File: src/design/pmbl_pkg.sv
`default_nettype none

package pmbl_pkg;

	// field widths
	localparam int STEP_BITS   = 10;
	localparam int LENGTH_BITS = 12;
	localparam int LEVEL_BITS  = 16;
	localparam int RAW_BITS    = 12;
	localparam int DECAY_BITS  = 17;
	localparam int KIND_BITS   = 2;
	localparam int DIR_BITS    = 2;
	localparam int CFG_IDX_BITS  = 3;
	localparam int CFG_DATA_BITS = 17;

	// shared multiplier operands: decay factor / steps / logical step on a,
	// peak / level / pixel lines on b
	localparam int MUL_A_BITS = DECAY_BITS;
	localparam int MUL_B_BITS = LEVEL_BITS;
	localparam int PROD_BITS  = MUL_A_BITS + MUL_B_BITS;

	// fixed point
	localparam int DECAY_FRAC = 16;
	localparam int FRAC_SHIFT = 15;
	localparam int CONV_BITS  = PROD_BITS - FRAC_SHIFT;
	localparam logic [PROD_BITS-1:0] ROUND_HALF = PROD_BITS'(1) << (FRAC_SHIFT - 1);

	// raw step compare width (magnitude of step_in against steps)
	localparam int RAW_CMP_BITS = (RAW_BITS - 1 > STEP_BITS) ? RAW_BITS - 1 : STEP_BITS;

	// divider: pixel_lines * logical over steps
	localparam int DIVIDEND_BITS = LENGTH_BITS + STEP_BITS;

	// reset values
	localparam logic [STEP_BITS-1:0]  STEPS_RST = STEP_BITS'(100);
	localparam logic [DECAY_BITS-1:0] DECAY_RST = DECAY_BITS'(62259);
	localparam logic [LEVEL_BITS-1:0] PEAK_RST  = LEVEL_BITS'(32768);

	// request kinds
	localparam logic [KIND_BITS-1:0] KIND_DECAY  = 2'd0;
	localparam logic [KIND_BITS-1:0] KIND_DIRECT = 2'd1;
	localparam logic [KIND_BITS-1:0] KIND_RAW    = 2'd2;

	// growth directions
	localparam logic [DIR_BITS-1:0] DIR_UP    = 2'd0;
	localparam logic [DIR_BITS-1:0] DIR_DOWN  = 2'd1;
	localparam logic [DIR_BITS-1:0] DIR_LEFT  = 2'd2;
	localparam logic [DIR_BITS-1:0] DIR_RIGHT = 2'd3;

	// register indexes
	localparam logic [CFG_IDX_BITS-1:0] REG_STEPS         = 3'd0;
	localparam logic [CFG_IDX_BITS-1:0] REG_DIRECTION     = 3'd1;
	localparam logic [CFG_IDX_BITS-1:0] REG_FULL_LENGTH   = 3'd2;
	localparam logic [CFG_IDX_BITS-1:0] REG_SPACING_START = 3'd3;
	localparam logic [CFG_IDX_BITS-1:0] REG_SPACING_END   = 3'd4;
	localparam logic [CFG_IDX_BITS-1:0] REG_DECAY_MUL     = 3'd5;

endpackage

`default_nettype wire

File: src/design/pmbl_div.sv
`default_nettype none

// restoring divider, one quotient bit per cycle
// the dividend is known to be below divisor * 2^LENGTH_BITS, so the upper
// bits preload the remainder and only LENGTH_BITS steps are needed
module pmbl_div (
	input  wire logic                               clk,
	input  wire logic                               arst_n,
	input  wire logic                               start,
	input  wire logic [pmbl_pkg::DIVIDEND_BITS-1:0] dividend,
	input  wire logic [pmbl_pkg::STEP_BITS-1:0]     divisor,
	output logic                                    done,
	output logic [pmbl_pkg::LENGTH_BITS-1:0]        quotient
);
	import pmbl_pkg::*;

	localparam int CNT_BITS = $clog2(LENGTH_BITS + 1);

	logic [CNT_BITS-1:0]    cnt_q;
	logic                   done_q;
	logic [STEP_BITS-1:0]   rem_q;
	logic [LENGTH_BITS-1:0] quot_q;
	logic [STEP_BITS:0]     trial;
	logic [STEP_BITS:0]     diff;
	logic                   fits;

	// trial subtract
	always_comb begin
		trial = {rem_q, quot_q[LENGTH_BITS-1]};
		diff  = trial - {1'b0, divisor};
		fits  = trial >= {1'b0, divisor};
	end

	// step counter
	always_ff @(posedge clk or negedge arst_n) begin
		if (!arst_n) begin
			cnt_q  <= '0;
			done_q <= 1'b0;
		end else begin
			done_q <= 1'b0;
			if (start) begin
				cnt_q <= CNT_BITS'(LENGTH_BITS);
			end else if (cnt_q != '0) begin
				cnt_q <= cnt_q - CNT_BITS'(1);
				if (cnt_q == CNT_BITS'(1)) begin
					done_q <= 1'b1;
				end
			end
		end
	end

	// remainder and quotient shift register
	always_ff @(posedge clk) begin
		if (start) begin
			rem_q  <= dividend[DIVIDEND_BITS-1:LENGTH_BITS];
			quot_q <= dividend[LENGTH_BITS-1:0];
		end else if (cnt_q != '0) begin
			rem_q  <= fits ? diff[STEP_BITS-1:0] : trial[STEP_BITS-1:0];
			quot_q <= {quot_q[LENGTH_BITS-2:0], fits};
		end
	end

	assign done     = done_q;
	assign quotient = quot_q;

endmodule

`default_nettype wire

File: src/design/peak_meter_bar_length.sv
// Peak-hold level meter driver.
// Input channel (in_valid/in_ready) carries kind, level and step_in. kind 0
// decays the held peak and raises it to level, kind 1 converts level
// directly, kind 2 takes step_in as a raw step. kind 3 is taken and dropped.
// Output channel (out_valid/out_ready) returns step_value, bar_length and
// changed, one result per request of kind 0 to 2.
// Configuration channel (cfg_valid/cfg_ready, cfg_index, cfg_data) is always
// ready; a defined register write makes the shown step stale, but a result
// load in that cycle wins. One request is worked at a time by a sequencer
// around one 17x16 multiplier and a one-bit-per-cycle divider; an empty or
// full bar skips the divider. in_ready is high only in the idle state and
// returns together with out_valid as the result is loaded, so no new request
// is taken while one is worked.
// A result waiting on a stalled receiver is held in the output register;
// the next finished result waits in its last state until that one is taken.
// Reset restores the register defaults, a held peak of 1.0, no shown step.
`default_nettype none

module peak_meter_bar_length (
	input  wire logic                               clk,
	input  wire logic                               arst_n,
	input  wire logic                               in_valid,
	output logic                                    in_ready,
	input  wire logic [pmbl_pkg::KIND_BITS-1:0]     kind,
	input  wire logic [pmbl_pkg::LEVEL_BITS-1:0]    level,
	input  wire logic signed [pmbl_pkg::RAW_BITS-1:0] step_in,
	output logic                                    out_valid,
	input  wire logic                               out_ready,
	output logic [pmbl_pkg::STEP_BITS-1:0]          step_value,
	output logic [pmbl_pkg::LENGTH_BITS-1:0]        bar_length,
	output logic                                    changed,
	input  wire logic                               cfg_valid,
	output logic                                    cfg_ready,
	input  wire logic [pmbl_pkg::CFG_IDX_BITS-1:0]  cfg_index,
	input  wire logic [pmbl_pkg::CFG_DATA_BITS-1:0] cfg_data
);
	import pmbl_pkg::*;

	typedef enum logic [3:0] {
		S_IDLE,
		S_MDEC,
		S_DEC,
		S_MCONV,
		S_CONV,
		S_BAR,
		S_DIVGO,
		S_DIVW,
		S_OUT
	} state_t;

	state_t state_q;

	// configuration registers
	logic [STEP_BITS-1:0]   steps_q;
	logic [DIR_BITS-1:0]    direction_q;
	logic [LENGTH_BITS-1:0] full_length_q;
	logic [LENGTH_BITS-1:0] spacing_start_q;
	logic [LENGTH_BITS-1:0] spacing_end_q;
	logic [DECAY_BITS-1:0]  decay_mul_q;

	// meter state
	logic [LEVEL_BITS-1:0]  peak_q;
	logic [STEP_BITS-1:0]   shown_q;
	logic                   shown_valid_q;

	// working registers
	logic [LEVEL_BITS-1:0]  level_q;
	logic [LEVEL_BITS-1:0]  val_q;
	logic [STEP_BITS-1:0]   step_q;
	logic [PROD_BITS-1:0]   prod_q;
	logic [LENGTH_BITS-1:0] bar_q;
	logic                   bar_fix_q;

	// output register
	logic                   out_valid_q;
	logic [STEP_BITS-1:0]   step_value_q;
	logic [LENGTH_BITS-1:0] bar_length_q;
	logic                   changed_q;

	logic [STEP_BITS-1:0]    n_eff;
	logic                    in_take;
	logic                    cfg_hit;
	logic [RAW_CMP_BITS-1:0] raw_c;
	logic [STEP_BITS-1:0]    raw_step;
	logic [MUL_A_BITS-1:0]   mul_a;
	logic [MUL_B_BITS-1:0]   mul_b;
	logic [PROD_BITS-1:0]    mul_p;
	logic                    mul_en;
	logic [PROD_BITS-DECAY_FRAC-1:0] decayed;
	logic [LEVEL_BITS-1:0]   decayed_sat;
	logic [LEVEL_BITS-1:0]   peak_new;
	logic [PROD_BITS-1:0]    rounded;
	logic [CONV_BITS-1:0]    conv;
	logic [STEP_BITS-1:0]    conv_step;
	logic [LENGTH_BITS:0]    spacing_sum;
	logic [LENGTH_BITS:0]    lines_diff;
	logic [LENGTH_BITS-1:0]  lines;
	logic                    grow_back;
	logic [STEP_BITS-1:0]    logical;
	logic [LENGTH_BITS-1:0]  offset;
	logic                    div_start;
	logic                    div_done;
	logic [LENGTH_BITS-1:0]  div_quot;
	logic [LENGTH_BITS:0]    len_sum;
	logic [LENGTH_BITS-1:0]  len_final;
	logic                    out_free;
	logic                    out_load;

	assign cfg_ready = 1'b1;
	assign in_ready  = (state_q == S_IDLE);
	assign in_take   = in_valid && in_ready;
	assign cfg_hit   = cfg_valid && (cfg_index <= REG_DECAY_MUL);
	assign out_free  = !out_valid_q || out_ready;
	assign out_load  = (state_q == S_OUT) && out_free;

	// a zero step count acts as one
	assign n_eff = (steps_q == '0) ? STEP_BITS'(1) : steps_q;

	// raw step clamp, negative goes to zero
	always_comb begin
		raw_c    = RAW_CMP_BITS'(step_in[RAW_BITS-2:0]);
		raw_step = (raw_c > RAW_CMP_BITS'(n_eff)) ? n_eff : STEP_BITS'(raw_c);
		if (step_in[RAW_BITS-1]) begin
			raw_step = '0;
		end
	end

	// shared multiplier operand select
	always_comb begin
		mul_a  = '0;
		mul_b  = '0;
		mul_en = 1'b0;
		case (state_q)
			S_MDEC: begin
				mul_a  = decay_mul_q;
				mul_b  = peak_q;
				mul_en = 1'b1;
			end
			S_MCONV: begin
				mul_a  = MUL_A_BITS'(n_eff);
				mul_b  = val_q;
				mul_en = 1'b1;
			end
			S_BAR: begin
				mul_a  = MUL_A_BITS'(logical);
				mul_b  = MUL_B_BITS'(lines);
				mul_en = 1'b1;
			end
			default: begin
				mul_en = 1'b0;
			end
		endcase
	end

	assign mul_p = mul_a * mul_b;

	// decayed peak, saturated, then raised to the new level
	always_comb begin
		decayed     = prod_q[PROD_BITS-1:DECAY_FRAC];
		decayed_sat = decayed[LEVEL_BITS] ? '1 : decayed[LEVEL_BITS-1:0];
		peak_new    = (level_q > decayed_sat) ? level_q : decayed_sat;
	end

	// level to step, round to nearest and clamp
	always_comb begin
		rounded   = prod_q + ROUND_HALF;
		conv      = rounded[PROD_BITS-1:FRAC_SHIFT];
		conv_step = (conv > CONV_BITS'(n_eff)) ? n_eff : conv[STEP_BITS-1:0];
	end

	// bar geometry
	always_comb begin
		spacing_sum = {1'b0, spacing_start_q} + {1'b0, spacing_end_q};
		lines_diff  = {1'b0, full_length_q} - spacing_sum;
		lines       = ({1'b0, full_length_q} > spacing_sum) ? lines_diff[LENGTH_BITS-1:0] : '0;
		grow_back   = (direction_q == DIR_UP) || (direction_q == DIR_LEFT);
		logical     = grow_back ? (n_eff - step_q) : step_q;
		offset      = grow_back ? spacing_end_q : spacing_start_q;
	end

	// final length, saturated to the field range
	always_comb begin
		len_sum   = {1'b0, div_quot} + {1'b0, bar_q};
		len_final = len_sum[LENGTH_BITS] ? '1 : len_sum[LENGTH_BITS-1:0];
		if (bar_fix_q) begin
			len_final = bar_q;
		end
	end

	assign div_start = (state_q == S_DIVGO);

	pmbl_div u_div (
		.clk      (clk),
		.arst_n   (arst_n),
		.start    (div_start),
		.dividend (prod_q[DIVIDEND_BITS-1:0]),
		.divisor  (n_eff),
		.done     (div_done),
		.quotient (div_quot)
	);

	// configuration register file
	always_ff @(posedge clk or negedge arst_n) begin
		if (!arst_n) begin
			steps_q         <= STEPS_RST;
			direction_q     <= DIR_UP;
			full_length_q   <= '0;
			spacing_start_q <= '0;
			spacing_end_q   <= '0;
			decay_mul_q     <= DECAY_RST;
		end else if (cfg_valid) begin
			unique case (cfg_index)
				REG_STEPS:         steps_q         <= cfg_data[STEP_BITS-1:0];
				REG_DIRECTION:     direction_q     <= cfg_data[DIR_BITS-1:0];
				REG_FULL_LENGTH:   full_length_q   <= cfg_data[LENGTH_BITS-1:0];
				REG_SPACING_START: spacing_start_q <= cfg_data[LENGTH_BITS-1:0];
				REG_SPACING_END:   spacing_end_q   <= cfg_data[LENGTH_BITS-1:0];
				REG_DECAY_MUL:     decay_mul_q     <= cfg_data[DECAY_BITS-1:0];
				default: begin
				end
			endcase
		end
	end

	// sequencer, meter state and output register
	always_ff @(posedge clk or negedge arst_n) begin
		if (!arst_n) begin
			state_q       <= S_IDLE;
			peak_q        <= PEAK_RST;
			shown_valid_q <= 1'b0;
			out_valid_q   <= 1'b0;
			step_value_q  <= '0;
			bar_length_q  <= '0;
			changed_q     <= 1'b0;
		end else begin
			// result valid, set on load and cleared when taken
			if (out_load) begin
				out_valid_q <= 1'b1;
			end else if (out_valid_q && out_ready) begin
				out_valid_q <= 1'b0;
			end
			// shown step becomes valid on load, stale on a register write
			if (out_load) begin
				shown_valid_q <= 1'b1;
			end else if (cfg_hit) begin
				shown_valid_q <= 1'b0;
			end
			unique case (state_q)
				S_IDLE: begin
					if (in_take) begin
						case (kind)
							KIND_DECAY:  state_q <= S_MDEC;
							KIND_DIRECT: state_q <= S_MCONV;
							KIND_RAW:    state_q <= S_BAR;
							default:     state_q <= S_IDLE;
						endcase
					end
				end
				S_MDEC: begin
					state_q <= S_DEC;
				end
				S_DEC: begin
					peak_q  <= peak_new;
					state_q <= S_MCONV;
				end
				S_MCONV: begin
					state_q <= S_CONV;
				end
				S_CONV: begin
					state_q <= S_BAR;
				end
				S_BAR: begin
					if ((logical == '0) || (logical == n_eff)) begin
						state_q <= S_OUT;
					end else begin
						state_q <= S_DIVGO;
					end
				end
				S_DIVGO: begin
					state_q <= S_DIVW;
				end
				S_DIVW: begin
					if (div_done) begin
						state_q <= S_OUT;
					end
				end
				S_OUT: begin
					if (out_free) begin
						step_value_q  <= step_q;
						bar_length_q  <= len_final;
						changed_q     <= !shown_valid_q || (step_q != shown_q);
						state_q       <= S_IDLE;
					end
				end
				default: begin
					state_q <= S_IDLE;
				end
			endcase
		end
	end

	// working data path registers
	always_ff @(posedge clk) begin
		if (in_take) begin
			level_q <= level;
			val_q   <= level;
			step_q  <= raw_step;
		end
		if (mul_en) begin
			prod_q <= mul_p;
		end
		if (state_q == S_DEC) begin
			val_q <= peak_new;
		end
		if (state_q == S_CONV) begin
			step_q <= conv_step;
		end
		if (state_q == S_BAR) begin
			bar_fix_q <= (logical == '0) || (logical == n_eff);
			if (logical == '0) begin
				bar_q <= '0;
			end else if (logical == n_eff) begin
				bar_q <= full_length_q;
			end else begin
				bar_q <= offset;
			end
		end
		if (out_load) begin
			shown_q <= step_q;
		end
	end

	assign out_valid  = out_valid_q;
	assign step_value = step_value_q;
	assign bar_length = bar_length_q;
	assign changed    = changed_q;

endmodule

`default_nettype wire

File: config.mk
export PLATFORM = sky130hd
export DESIGN_NAME = peak_meter_bar_length
export DESIGN_NICKNAME = d
export VERILOG_FILES = /design/src/design/pmbl_pkg.sv /design/src/design/pmbl_div.sv /design/src/design/peak_meter_bar_length.sv
export SDC_FILE = /design/constraint.sdc
export NUM_CORES = 1
export LEC_CHECK = 0
export BUFFER_PORTS_ARGS = -buffer_cell sky130_fd_sc_hd__buf_2
export CORE_UTILIZATION = 40
export CTS_CLUSTER_DIAMETER = 50
export CTS_CLUSTER_SIZE = 10
export DETAILED_ROUTE_END_ITERATION = 16
export GPL_ROUTABILITY_DRIVEN = 0
export PLACE_DENSITY_LB_ADDON = 0.08
export RECOVER_POWER = 50
export SLEW_MARGIN = 10
export SYNTH_ARGS = -nofsm -noshare
export SYNTH_HDL_FRONTEND = slang
export SYNTH_SLANG_ARGS = --single-unit
File: constraint.sdc
create_clock -name clk -period 12.3 [get_ports clk]
set_clock_uncertainty 0.15 [all_clocks]
set_input_delay 1.23 -clock clk [delete_from_list [all_inputs] [get_ports clk]]
set_output_delay 1.23 -clock clk [all_outputs]
set_load 0.01 [all_outputs]
==> reports/results.ini <==
[status]
status = complete, but fails checks
violations = max-capacitance violations, max-slew violations

[routing]
drc = 0
dr.pass1.iters = 5
routed_via_density = 5.32
wirelength_um = 66200
drtIter0Drc = 1083
ant_nets = 0
vias = 17252
avgRoutedWirePerCell_um = 20.4

[finish]
finish.instance_area_um2 = 25100
drive_gt1_share_pct = 9.78
area_growth_pct = 9.73
fillers = 5647
nNetsFinal = 2922

[clocking]
cts_root_buffer = clkbuf_16
cts_buffers = 37
cts_tree = built
post_cts_buffers = 0
clk_pin_slew_ns = 0.05
numClockSinks = 234
post_cts_resize_count = 0
htreeDepth = 2
cts.path.max_buffers = 3
clkLatencyLatePin_ns = 0.57
cts_hold_buf = 0

[floorplan]
fp.dieH_um = 241
row_count = 87
initial_utilization_pct = 40.5
io-pin-count = 81
dieArea_um2 = 58100
core_area_um2 = 56400
die_w_um = 241

[logic_synthesis]
synth_seq_cells = 234
synth-seq-area-share_pct = 28.3
synth_top_area_share_pct = 18.7
ys_warn_count = 0
synthFlopType = edfxtp_1
syn-instance-count = 2405
synth_area_leaders = fa_1 (19%), edfxtp_1 (16%), dfrtp_1 (11%)
synth_edf_count = 120
yosysTopAreaCell = fa_1
synthArstFlopShare_pct = 48.7
synth.avg_cell_area_um2 = 9.50
synth_area_um2 = 22800
synth_cell_type_count = 87
syn_nets = 2872

[placed_design]
portBuffers = 79
dpl_cell_area_um2 = 24000
dp_slack_ns = 1.17
dp_hpwl_um = 52100

[setup_path]
crit_arrival_ns = 11.55
crit_required_ns = 12.44
cpLargestDelayFamily = adder cells
cp-start-kind = flip-flop
cp_common_cell = fa_1
slowest_delay_ns = 0.63
cp_max_fo = 14
crit_slowest_cell = fa_1
cp_num_buf_inv = 4
endpoint_kind = flip-flop
criticalPathCategory = flip-flop to flip-flop

[timing]
tns_ns = 0
maxSlewViolCount = 201
hold_viol = 0
fin_crit_sh_pct = 92.8
fmax_mhz = 87.6
setup_ws_ns = 0.891
relSlewSlack_pct = -189
rsz0062_at_grt = no
worstMarginPinSlew_ns = 4.33
setup_viol = 0
period_minus_slack_ns = 11.41
fin_hold_ws_ns = 0.322

[flow_run]
drv_cap = 4

[global_routing]
grt_overflow_total = 0
antenna_found_initial = 0
grt_pass1_wl_um = 103000
grt_max_degree = 79
grt_usage_pct = 23.5
grt_pass1_vias = 17702

[power_and_ir_drop]
leakage_nw = 11.3
p_per_area_nw_per_um2 = 227
totalPowerFinal_mw = 5.69
max-vdd-ir-drop_mv = 0.108

[hold_path]
hold_class = flip-flop to flip-flop

synthesized netlist by cell type (all sizes together), types with 61 or more instances:
cell / instances
fa: 213
dfrtp: 100
o21ai: 118
edfxtp: 120
nor2: 227
mux2: 82
inv: 333
a21oi: 99
clkbuf: 61
nand2: 287
xnor2: 65
ha: 199
cells by family (layout without fill, tap and decap cells):
kind of cell / Yosys count / count (layout) / synth area share [%]
and+or+nand+nor: 716 / 716 / 13.9
buffers and inverters: 424 / 503 / 7.24
adders and majority gates: 412 / 412 / 29.6
AOI/OAI and AO/OA: 401 / 401 / 11.5
DFF: 234 / 234 / 28.3
muxes: 120 / 120 / 5.71
xor gates and xnor gates: 97 / 97 / 3.72
other: 1 / 3 / 0.0164
worst reg2reg max path: cells and delay by family, from the launching register on:
| family | cells | cell delay [ns] |
|---|---|---|
| fa+ha+maj | 9 | 3.99 |
| compound gates | 15 | 3.77 |
| simple gates | 12 | 2.04 |
| flops | 1 | 0.42 |
| buf+inv | 4 | 0.41 |
| xor+xnor | 2 | 0.33 |
layer usage:
| metal | global-route usage (%) | routed length (um) |
|---|---|---|
| met5 | 0 | 0 |
| met4 | 7.94 | 2100 |
| met3 | 2.08 | 2870 |
| met2 | 39.7 | 31800 |
| met1 | 31.6 | 29400 |
final cells by class:
cell class / count / area [um^2] / share of cell area [%]
diodes: 2 / 5.00 / 0.0200
clock buffers: 48 / 997 / 3.98
clock inverters: 20 / 174 / 0.694
inverters: 334 / 1250 / 5.00
multi-input cells: 1747 / 14700 / 58.8
flip-flops and latches: 234 / 6470 / 25.8
well taps: 756 / 946 / 3.77
repair buffers: 101 / 484 / 1.93
final timing paths:
path | startpoint | endpoint | slack, ns | depth (start not counted)
max reg2reg | spacing_start_q[1] | prod_q[31] | 0.89 | 42
max | spacing_start_q[1] | prod_q[31] | 0.89 | 42
max in group asynchronous | arst_n | bar_length[3] | 5.49 | 2
min | step_value[0] | step_value[0] | 0.32 | 2
min reg2reg | step_value[0] | step_value[0] | 0.32 | 2
min in group asynchronous | arst_n | step_value[0] | 1.31 | 1
flip-flops by register name, indices dropped and copies added, names as in the netlist, 12 cells and up:
| name | count |
|---|---|
| prod_q | 33 |
| full_length_q | 12 |
| bar_length | 12 |
| decay_mul_q | 17 |
| spacing_start_q | 12 |
| spacing_end_q | 12 |
| level_q | 16 |
| u_div.quotient | 12 |
| bar_q | 12 |
| val_q | 16 |
| peak_q | 16 |
metrics by stage:
stage | cells | utilization (%)
final | 3242 | 44.5
after global routing | 3240 | 44.4
after CTS | 3240 | 44.6
after detailed placement | 3172 | 42.6
after global placement | 3172 | 42.5
after floorplan | 2405 | -
layout by cell type (no fill, tap or decap), types with 17 or more instances in the layout:
| cell | count |
|---|---|
| o21a_1 | 26 |
| nor2b_1 | 24 |
| nor3_1 | 32 |
| nand2_1 | 285 |
| clkbuf_1 | 55 |
| and2_1 | 19 |
| ha_1 | 199 |
| buf_2 | 39 |
| mux2i_1 | 38 |
| nor2_1 | 226 |
| xor2_1 | 32 |
| a211oi_1 | 17 |
| edfxtp_1 | 120 |
| mux2_2 | 80 |
| nand2b_1 | 30 |
| dfrtp_1 | 100 |
| nand3_1 | 38 |
| clkbuf_16 | 37 |
| inv_1 | 333 |
| a21oi_1 | 99 |
| xnor2_1 | 65 |
| o21ai_0 | 104 |
| fa_1 | 213 |
| a21o_1 | 25 |
power by group:
part           internal, mW  leakage, nW  switching (mW)
clock network         0.583        0.567           0.405
logic                  1.22         8.20            2.08
registers              1.17         2.53           0.232
total                  2.97         11.3            2.72
(Power assumes the default switching activity.)
